File: src/hdl/simcc_keypoint_decoder_macros.svh
// ----------------------------------------------------------------------------
// simcc keypoint decoder assertion macros
// shared concurrent assertion forms, clocked on clk and disabled in rst
// ----------------------------------------------------------------------------
`ifndef SIMCC_KEYPOINT_DECODER_MACROS_SVH
`define SIMCC_KEYPOINT_DECODER_MACROS_SVH

// same-cycle implication
`define SKD_ASSERT_IMPL(label, ante, cons, msg) \
  label: assert property (@(posedge clk) disable iff (rst) (ante) |-> (cons)) \
    else $error(msg);

// next-cycle implication
`define SKD_ASSERT_NEXT(label, ante, cons, msg) \
  label: assert property (@(posedge clk) disable iff (rst) (ante) |=> (cons)) \
    else $error(msg);

`endif

File: src/hdl/skd_pkg.sv
// ----------------------------------------------------------------------------
// skd_pkg
// types and constants of the simcc keypoint decoder
// ----------------------------------------------------------------------------
package skd_pkg;

  // size defaults
  localparam int DEF_MAX_BINS   = 1024;
  localparam int DEF_MAX_POINTS = 32;

  // field widths
  localparam int SCORE_W     = 16;
  localparam int BIN_CFG_W   = 11;
  localparam int PTS_CFG_W   = 6;
  localparam int COORD_CFG_W = 16;
  localparam int INDEX_W     = 5;
  localparam int POS_W       = 20;
  localparam int CFG_ADDR_W  = 3;
  localparam int CFG_DATA_W  = 16;
  localparam int IN_DATA_W   = 16;
  localparam int OUT_DATA_W  = 64;

  // saturation limit of a position
  localparam logic [POS_W-1:0] POS_MAX = '1;

  // register indexes
  typedef enum logic [CFG_ADDR_W-1:0] {
    REG_X_BIN_COUNT = 3'd0,
    REG_Y_BIN_COUNT = 3'd1,
    REG_POINT_COUNT = 3'd2,
    REG_X_ORIGIN    = 3'd3,
    REG_Y_ORIGIN    = 3'd4,
    REG_X_STEP      = 3'd5,
    REG_Y_STEP      = 3'd6
  } cfg_reg_t;

  // register reset values
  localparam logic [BIN_CFG_W-1:0]   RST_X_BIN_COUNT = 11'd384;
  localparam logic [BIN_CFG_W-1:0]   RST_Y_BIN_COUNT = 11'd512;
  localparam logic [PTS_CFG_W-1:0]   RST_POINT_COUNT = 6'd17;
  localparam logic [COORD_CFG_W-1:0] RST_ORIGIN      = 16'd0;
  localparam logic [COORD_CFG_W-1:0] RST_STEP        = 16'd256;

endpackage

File: src/hdl/simcc_keypoint_decoder.sv
// ----------------------------------------------------------------------------
// simcc_keypoint_decoder
// per-keypoint argmax over an x row and a y row of scores, mapped to
// picture positions in 1/16 pixel with saturation
// ----------------------------------------------------------------------------
// throughput: one score item per cycle, set by the compare and counter update
//   of the running maximum; s_tready drops at a y row end while capture is held
// result path: the final score of a y row is captured, then its bins are
//   multiplied by the step, then rounded and origin added into the result register
// reset: synchronous rst restores register defaults, clears counters, best
//   values and all stage valid flags; x row comes first after reset
module simcc_keypoint_decoder
  import skd_pkg::*;
#(
  parameter int MAX_BINS   = DEF_MAX_BINS,
  parameter int MAX_POINTS = DEF_MAX_POINTS
) (
  input  logic                  clk,
  input  logic                  rst,
  // score stream
  input  logic                  s_tvalid,
  output logic                  s_tready,
  input  logic [IN_DATA_W-1:0]  s_tdata,   // [15:0] bin_score
  // result stream
  output logic                  m_tvalid,
  input  logic                  m_tready,
  output logic [OUT_DATA_W-1:0] m_tdata,   // [4:0] point_index, [24:5] x_position,
                                           // [44:25] y_position, [60:45] point_score,
                                           // [63:61] zero
  output logic                  m_tlast,   // last_point
  // configuration writes
  input  logic                  cfg_valid,
  output logic                  cfg_ready,
  input  logic [CFG_ADDR_W-1:0] cfg_index,
  input  logic [CFG_DATA_W-1:0] cfg_data
);

  localparam int BW     = $clog2(MAX_BINS);
  localparam int CNT_W  = (BW + 1 > BIN_CFG_W) ? BW + 1 : BIN_CFG_W;
  localparam int PW     = (MAX_POINTS > 1) ? $clog2(MAX_POINTS) : 1;
  localparam int PC_W   = (PW + 1 > PTS_CFG_W) ? PW + 1 : PTS_CFG_W;
  localparam int PRODW  = BW + COORD_CFG_W;

  // configuration registers
  logic [BIN_CFG_W-1:0]   x_bin_count;
  logic [BIN_CFG_W-1:0]   y_bin_count;
  logic [PTS_CFG_W-1:0]   point_count;
  logic [COORD_CFG_W-1:0] x_origin;
  logic [COORD_CFG_W-1:0] y_origin;
  logic [COORD_CFG_W-1:0] x_step;
  logic [COORD_CFG_W-1:0] y_step;

  assign cfg_ready = 1'b1;

  always_ff @(posedge clk) begin
    if (rst) begin
      x_bin_count <= RST_X_BIN_COUNT;
      y_bin_count <= RST_Y_BIN_COUNT;
      point_count <= RST_POINT_COUNT;
      x_origin    <= RST_ORIGIN;
      y_origin    <= RST_ORIGIN;
      x_step      <= RST_STEP;
      y_step      <= RST_STEP;
    end else if (cfg_valid && cfg_ready) begin
      case (cfg_reg_t'(cfg_index))
        REG_X_BIN_COUNT: x_bin_count <= cfg_data[BIN_CFG_W-1:0];
        REG_Y_BIN_COUNT: y_bin_count <= cfg_data[BIN_CFG_W-1:0];
        REG_POINT_COUNT: point_count <= cfg_data[PTS_CFG_W-1:0];
        REG_X_ORIGIN:    x_origin    <= cfg_data;
        REG_Y_ORIGIN:    y_origin    <= cfg_data;
        REG_X_STEP:      x_step      <= cfg_data;
        REG_Y_STEP:      y_step      <= cfg_data;
        default: ;
      endcase
    end
  end

  // running state
  logic                      in_y_row;
  logic [BW-1:0]             bin_counter;
  logic signed [SCORE_W-1:0] best_x_score;
  logic [BW-1:0]             best_x_bin;
  logic signed [SCORE_W-1:0] best_y_score;
  logic [BW-1:0]             best_y_bin;
  logic [PW-1:0]             point_counter;

  // pipeline stage flags
  logic ev_valid;
  logic mul_valid;
  logic out_ok;
  logic mul_ok;
  logic ev_ok;

  // row and frame end decode
  logic [CNT_W-1:0]          row_cnt_raw;
  logic [CNT_W-1:0]          row_cnt;
  logic                      row_end;
  logic [PC_W-1:0]           pts_raw;
  logic [PC_W-1:0]           pts;
  logic                      frame_end;
  logic signed [SCORE_W-1:0] score_in;
  logic                      take_new;
  logic                      emit;
  logic                      accept;
  logic                      ev_load;

  assign score_in = $signed(s_tdata[SCORE_W-1:0]);

  always_comb begin
    row_cnt_raw = in_y_row ? CNT_W'(y_bin_count) : CNT_W'(x_bin_count);
    if (row_cnt_raw == '0) begin
      row_cnt = CNT_W'(1);
    end else if (row_cnt_raw > CNT_W'(MAX_BINS)) begin
      row_cnt = CNT_W'(MAX_BINS);
    end else begin
      row_cnt = row_cnt_raw;
    end
    row_end = (CNT_W'(bin_counter) + CNT_W'(1)) >= row_cnt;

    pts_raw = PC_W'(point_count);
    if (pts_raw == '0) begin
      pts = PC_W'(1);
    end else if (pts_raw > PC_W'(MAX_POINTS)) begin
      pts = PC_W'(MAX_POINTS);
    end else begin
      pts = pts_raw;
    end
    frame_end = (PC_W'(point_counter) + PC_W'(1)) >= pts;

    take_new = (bin_counter == '0) ||
               (score_in > (in_y_row ? best_y_score : best_x_score));
  end

  // stage handshakes, a stage loads when empty or when it drains
  assign out_ok   = !m_tvalid || m_tready;
  assign mul_ok   = !mul_valid || out_ok;
  assign ev_ok    = !ev_valid || mul_ok;
  assign emit     = in_y_row && row_end;
  assign s_tready = !emit || ev_ok;
  assign accept   = s_tvalid && s_tready;
  assign ev_load  = accept && emit;

  // running maximum and counters
  always_ff @(posedge clk) begin
    if (rst) begin
      in_y_row      <= 1'b0;
      bin_counter   <= '0;
      best_x_score  <= '0;
      best_x_bin    <= '0;
      best_y_score  <= '0;
      best_y_bin    <= '0;
      point_counter <= '0;
    end else if (accept) begin
      if (!in_y_row) begin
        if (take_new) begin
          best_x_score <= score_in;
          best_x_bin   <= bin_counter;
        end
      end else begin
        if (take_new) begin
          best_y_score <= score_in;
          best_y_bin   <= bin_counter;
        end
      end
      if (row_end) begin
        bin_counter <= '0;
        in_y_row    <= !in_y_row;
      end else begin
        bin_counter <= bin_counter + BW'(1);
      end
      if (emit) begin
        point_counter <= frame_end ? '0 : point_counter + PW'(1);
      end
    end
  end

  // capture stage: peak bins and scores of the finished keypoint
  logic [BW-1:0]             ev_x_bin;
  logic [BW-1:0]             ev_y_bin;
  logic signed [SCORE_W-1:0] ev_x_score;
  logic signed [SCORE_W-1:0] ev_y_score;
  logic [INDEX_W-1:0]        ev_index;
  logic                      ev_last;

  always_ff @(posedge clk) begin
    if (rst) begin
      ev_valid <= 1'b0;
    end else if (ev_ok) begin
      ev_valid <= ev_load;
    end
  end

  always_ff @(posedge clk) begin
    if (ev_ok && ev_load) begin
      ev_x_bin   <= best_x_bin;
      ev_y_bin   <= take_new ? bin_counter : best_y_bin;
      ev_x_score <= best_x_score;
      ev_y_score <= take_new ? score_in : best_y_score;
      ev_index   <= INDEX_W'(PC_W'(point_counter));
      ev_last    <= frame_end;
    end
  end

  // multiply stage: bin times step, and the smaller peak score
  logic [PRODW-1:0]          mul_x_prod;
  logic [PRODW-1:0]          mul_y_prod;
  logic signed [SCORE_W-1:0] mul_score;
  logic [INDEX_W-1:0]        mul_index;
  logic                      mul_last;

  always_ff @(posedge clk) begin
    if (rst) begin
      mul_valid <= 1'b0;
    end else if (mul_ok) begin
      mul_valid <= ev_valid;
    end
  end

  always_ff @(posedge clk) begin
    if (mul_ok && ev_valid) begin
      mul_x_prod <= PRODW'(ev_x_bin) * PRODW'(x_step);
      mul_y_prod <= PRODW'(ev_y_bin) * PRODW'(y_step);
      mul_score  <= (ev_x_score < ev_y_score) ? ev_x_score : ev_y_score;
      mul_index  <= ev_index;
      mul_last   <= ev_last;
    end
  end

  // round to 1/16 pixel, add origin, saturate
  logic [PRODW:0]   x_rnd;
  logic [PRODW:0]   y_rnd;
  logic [PRODW:0]   x_sum;
  logic [PRODW:0]   y_sum;
  logic [POS_W-1:0] x_pos_next;
  logic [POS_W-1:0] y_pos_next;

  always_comb begin
    x_rnd      = {1'b0, mul_x_prod} + (PRODW + 1)'(8);
    y_rnd      = {1'b0, mul_y_prod} + (PRODW + 1)'(8);
    x_sum      = (PRODW + 1)'(x_origin) + (x_rnd >> 4);
    y_sum      = (PRODW + 1)'(y_origin) + (y_rnd >> 4);
    x_pos_next = (x_sum > (PRODW + 1)'(POS_MAX)) ? POS_MAX : x_sum[POS_W-1:0];
    y_pos_next = (y_sum > (PRODW + 1)'(POS_MAX)) ? POS_MAX : y_sum[POS_W-1:0];
  end

  // result register
  logic [INDEX_W-1:0]        out_index;
  logic [POS_W-1:0]          out_x_pos;
  logic [POS_W-1:0]          out_y_pos;
  logic signed [SCORE_W-1:0] out_score;
  logic                      out_last;

  always_ff @(posedge clk) begin
    if (rst) begin
      m_tvalid <= 1'b0;
    end else if (out_ok) begin
      m_tvalid <= mul_valid;
    end
  end

  always_ff @(posedge clk) begin
    if (out_ok && mul_valid) begin
      out_index <= mul_index;
      out_x_pos <= x_pos_next;
      out_y_pos <= y_pos_next;
      out_score <= mul_score;
      out_last  <= mul_last;
    end
  end

  assign m_tdata = {3'b000, out_score, out_y_pos, out_x_pos, out_index};
  assign m_tlast = out_last;

  // checks
`include "simcc_keypoint_decoder_macros.svh"

  `SKD_ASSERT_NEXT(a_row_wrap, ev_load, !in_y_row && bin_counter == '0, "x row not restarted")
  `SKD_ASSERT_IMPL(a_stall_cause, !s_tready, emit && ev_valid, "stall without full capture")
  `SKD_ASSERT_NEXT(a_frame_wrap, ev_load && frame_end, point_counter == '0, "no point wrap")

endmodule

File: config.mk
export PLATFORM = sky130hd
export DESIGN_NAME = simcc_keypoint_decoder
export DESIGN_NICKNAME = d
export VERILOG_FILES = /design/src/hdl/skd_pkg.sv /design/src/hdl/simcc_keypoint_decoder.sv
export VERILOG_INCLUDE_DIRS = /design/src /design/src/hdl
export SDC_FILE = /design/constraint.sdc
export NUM_CORES = 1
export LEC_CHECK = 0
export BUFFER_PORTS_ARGS = -buffer_cell sky130_fd_sc_hd__clkbuf_2
export CAP_MARGIN = 5
export CORE_MARGIN = 5
export CORE_UTILIZATION = 58
export CTS_CLUSTER_DIAMETER = 60
export DETAILED_ROUTE_END_ITERATION = 10
export GPL_TIMING_DRIVEN = 0
export PLACE_DENSITY = 0.82
export SLEW_MARGIN = 20
export SYNTH_ARGS = -nofsm -noshare
export SYNTH_HDL_FRONTEND = slang
export SYNTH_SLANG_ARGS = --single-unit
File: constraint.sdc
create_clock -name clk -period 8.8 [get_ports clk]
set_input_delay 1.76 -clock clk [delete_from_list [all_inputs] [get_ports clk]]
set_output_delay 1.76 -clock clk [all_outputs]
set_load 0.01 [all_outputs]
==> results.yml <==
status:
  run_status: "completed"
worst_setup_path:
  r2r_setup_slack_ps: 2290
  ff2ff_path_depth: 19
  critical_path_at_ps: 6820
  endpoint_kind: "register"
  setup.worst_path.class: "register to register"
  worst-path-max-fanout: 10
  timing.critical_path.from_type: "register"
  critical_path.reg2reg.startpoint: "ev_y_bin[7]$_DFFE_PP_"
  critical_path_required_ps: 9100
  reg2reg_to: "mul_y_prod[25]$_DFFE_PP_"
sta:
  worst_slew_margin_rel: 0.331
  post_route_minimum_period_ps: 6510
  finalSetupViolations: 0
  fin_worst_hold_slack_ps: 420
  final.period_utilization: 0.740
  fmax_mhz: 154
  final-hold-violation-count: 0
  finalMaxSlewViolations: 0
  worst_slew_pin_slew_ps: 1000
  grt_setup_unrepaired: "no"
  clock_skew_ps: 20.3
hold_path:
  min_to: "out_score[9]$_DFFE_PP_"
  hold_path_class: "register to register"
  timing.hold.worst.start: "mul_score[9]$_DFFE_PP_"
  hold_depth: 0
yosys:
  netlist_area_um2: 27100
  synth_enable_flop_cells: 188
  async_reset_ff_frac: 0
  synth_cell_type_count: 77
  postSynthCellCount: 2792
  synth_largest_area_cell: "sky130_fd_sc_hd__edfxtp_1"
  synth.most_common_cell: "sky130_fd_sc_hd__nand2_1"
  yosysTopAreaCellShare: 0.208
  syn_avg_cell_area_um2: 9.70
  synthTopCellsByArea: "sky130_fd_sc_hd__edfxtp_1 21%, sky130_fd_sc_hd__fa_1 16%, sky130_fd_sc_hd__dfxtp_1 12%"
  yosys_register_bits: 351
  yosysSeqAreaShare: 0.329
  synth-warning-count: 0
  synth_flop_cell: "sky130_fd_sc_hd__edfxtp_1"
  netlist_top_cells_count: "422 x sky130_fd_sc_hd__nand2_1, 286 x sky130_fd_sc_hd__inv_1, 222 x sky130_fd_sc_hd__fa_1"
floorplanning:
  core_um2: 46400
  die_w_um: 226
  num_io_pins: 108
  start_util: 0.584
  die_area_um2: 51100
  fp.dieH_um: 226
  row_count: 79
global_route:
  vias_in_the_first_global_route: 21100
  grt_first_pass_wirelength_um: 107000
  antenna_violations_before_repair: 0
  grtUsageTotal: 0.257
  grt_overflow: 0
  grt_max_degree: 45
run:
  max_cap_viol_count: 0
cts:
  clkTransAtPathRegs_ps: 60
  clk_latency_ps: 560
  post_cts.resized_instances: 0
  cts_tree: "built"
  cts-buffers-inserted: 40
  post_cts_hold_buffer_count: 0
  ctsHtreeMaxLevel: 2
  root_buffer: "sky130_fd_sc_hd__clkbuf_16"
  deepest_clock_path_buffer_count: 3
  cts.sinks: 351
  postCtsSetupBuffers: 0
layout:
  antenna-diode-count: 0
  finalCoreUtilization: 0.644
  finish.net_count: 3409
  share_of_layout_cells_above_drive_strength_1: 0.0928
  layout.filler_cells: 3582
  flow.area_growth_from_synthesis_pct: 10.2
placement:
  hpwlAfterDp_um: 50900
  quantity_of_i_o_buffers_inserted_on_ports: 102
  gp_congestion: 0.958
routing:
  post_drt_via_cell_ratio: 5.74
  drt-initial-drc-count: 1452
  drc: 0
  ant_nets: 0
  detail_route.wirelength_um: 65900
  drtPass1Iterations: 7
  detail_route.wl_per_cell_um: 18.4
  dr_total_vias: 20600
power_and_ir_drop:
  power.density_cell_area_nw_per_um2: 132
  static-leakage-power_uw: 0.0133
  vdd.ir_drop.worst_v: 0.000145
-- metal layers --
layer	global-route usage	vias up	share of wire
met3	0.0454	166	0.077
met4	0.0895	0	0.034
li1	-	9645	-
met2	0.431	783	0.48
met5	0	-	0
met1	0.341	9976	0.41
-- critical path, cell delays in order (launching register included) --
cell and delay (ps):
sky130_fd_sc_hd__edfxtp_1 500, sky130_fd_sc_hd__clkbuf_1 540, sky130_fd_sc_hd__nand2_1 150, sky130_fd_sc_hd__fa_1 510
sky130_fd_sc_hd__inv_1 50, sky130_fd_sc_hd__fa_1 530, sky130_fd_sc_hd__inv_1 60, sky130_fd_sc_hd__fa_1 530
sky130_fd_sc_hd__inv_1 60, sky130_fd_sc_hd__fa_1 490, sky130_fd_sc_hd__ha_1 320, sky130_fd_sc_hd__ha_1 400
sky130_fd_sc_hd__a21o_1 230, sky130_fd_sc_hd__a21o_1 210, sky130_fd_sc_hd__a221oi_1 400, sky130_fd_sc_hd__or3b_2 480
sky130_fd_sc_hd__o21ai_0 330, sky130_fd_sc_hd__o21ai_0 180, sky130_fd_sc_hd__a21oi_1 210, sky130_fd_sc_hd__xnor2_1 90
-- sequential cells by signal, indices dropped and copies added (netlist names), 20 cells and up --
register / flops
out_y_pos: 20
mul_x_prod: 23
mul_y_prod: 23
out_x_pos: 20
-- through the flow --
| stage | setup slack, ps | setup TNS (ps) | instances | area (um^2) | power (uW) |
|---|---|---|---|---|---|
| after floorplan | 1410 | 0 | 2794 | 27100 | 2160 |
| after global placement | -1250 | -83930 | 3503 | 28400 | 2280 |
| after detailed placement | 2380 | 0 | 3509 | 28500 | 2310 |
| after CTS | 2340 | 0 | 3581 | 29800 | 3970 |
| after global routing | 1960 | 0 | 3581 | 29800 | 4110 |
| final | 2290 | 0 | 3581 | 29800 | 3950 |
-- cell usage in the layout, fill, tap and decap left out, types with 8 or more instances in the layout --
master / count
sky130_fd_sc_hd__fa_1: 222
sky130_fd_sc_hd__xnor2_1: 73
sky130_fd_sc_hd__o21bai_1: 9
sky130_fd_sc_hd__or2_2: 11
sky130_fd_sc_hd__clkbuf_2: 102
sky130_fd_sc_hd__clkbuf_1: 112
sky130_fd_sc_hd__nand2_1: 422
sky130_fd_sc_hd__nand2_2: 10
sky130_fd_sc_hd__mux2i_1: 73
sky130_fd_sc_hd__mux2_2: 52
sky130_fd_sc_hd__o21a_1: 21
sky130_fd_sc_hd__or3_1: 9
sky130_fd_sc_hd__ha_1: 203
sky130_fd_sc_hd__nor3_1: 32
sky130_fd_sc_hd__nor2b_1: 23
sky130_fd_sc_hd__nand4_1: 12
sky130_fd_sc_hd__dfxtp_1: 163
sky130_fd_sc_hd__xor2_1: 40
sky130_fd_sc_hd__nand3b_1: 8
sky130_fd_sc_hd__a211oi_1: 19
sky130_fd_sc_hd__clkbuf_16: 42
sky130_fd_sc_hd__nor4_1: 16
sky130_fd_sc_hd__o21ai_0: 67
sky130_fd_sc_hd__nand2b_1: 99
sky130_fd_sc_hd__nand3_1: 37
sky130_fd_sc_hd__a21o_1: 41
sky130_fd_sc_hd__edfxtp_1: 188
sky130_fd_sc_hd__a21oi_1: 172
sky130_fd_sc_hd__inv_1: 286
sky130_fd_sc_hd__and2_1: 154
sky130_fd_sc_hd__and3_1: 28
sky130_fd_sc_hd__nor2_1: 75
-- cell type report --
cell class	instances	area (um^2)	area share
multi-input combinational	2036	16600	0.557
buffer	121	517	0.0173
clock inverter	18	188	0.00629
inverter	286	1070	0.0360
sequential	351	8910	0.298
clock buffer	54	1130	0.0377
tap	607	759	0.0254
timing repair buffer	108	653	0.0219
-- how the worst max path moves through the flow --
| stage | startpoint | end | slack [ps] | depth (start not counted) |
|---|---|---|---|---|
| after CTS | ev_y_bin[9]$_DFFE_PP_ | mul_y_prod[25]$_DFFE_PP_ | 2340 | 19 |
| after floorplan | m_tready | mul_index[0]$_DFFE_PP_ | 1410 | 2 |
| after global routing | ev_y_bin[9]$_DFFE_PP_ | mul_y_prod[25]$_DFFE_PP_ | 1960 | 19 |
| after detailed placement | ev_y_bin[9]$_DFFE_PP_ | mul_y_prod[25]$_DFFE_PP_ | 2380 | 19 |
| final | ev_y_bin[7]$_DFFE_PP_ | mul_y_prod[25]$_DFFE_PP_ | 2290 | 19 |
| after global placement | m_tready | mul_y_prod[25]$_DFFE_PP_ | -1250 | 3 |
-- logic make-up after synthesis --
group	after synthesis	synth area share
buffers and inverters	407	0.0586
and+or+nand+nor	966	0.178
AOI/OAI and AO/OA	403	0.0919
adders and majority gates	425	0.258
other	2	0.000277
DFF	351	0.329
muxes	125	0.0486
xor gates and xnor gates	113	0.0365
-- where the power goes --
| group | leakage [uW] | switching, uW | total (uW) | internal (uW) |
|---|---|---|---|---|
| Combinational | 0.00964 | 311 | 524 | 212 |
| Clock | 0.000651 | 670 | 1660 | 992 |
| Sequential | 0.00300 | 14.2 | 1760 | 1740 |
Note: power is estimated with default switching activity, not from simulation.
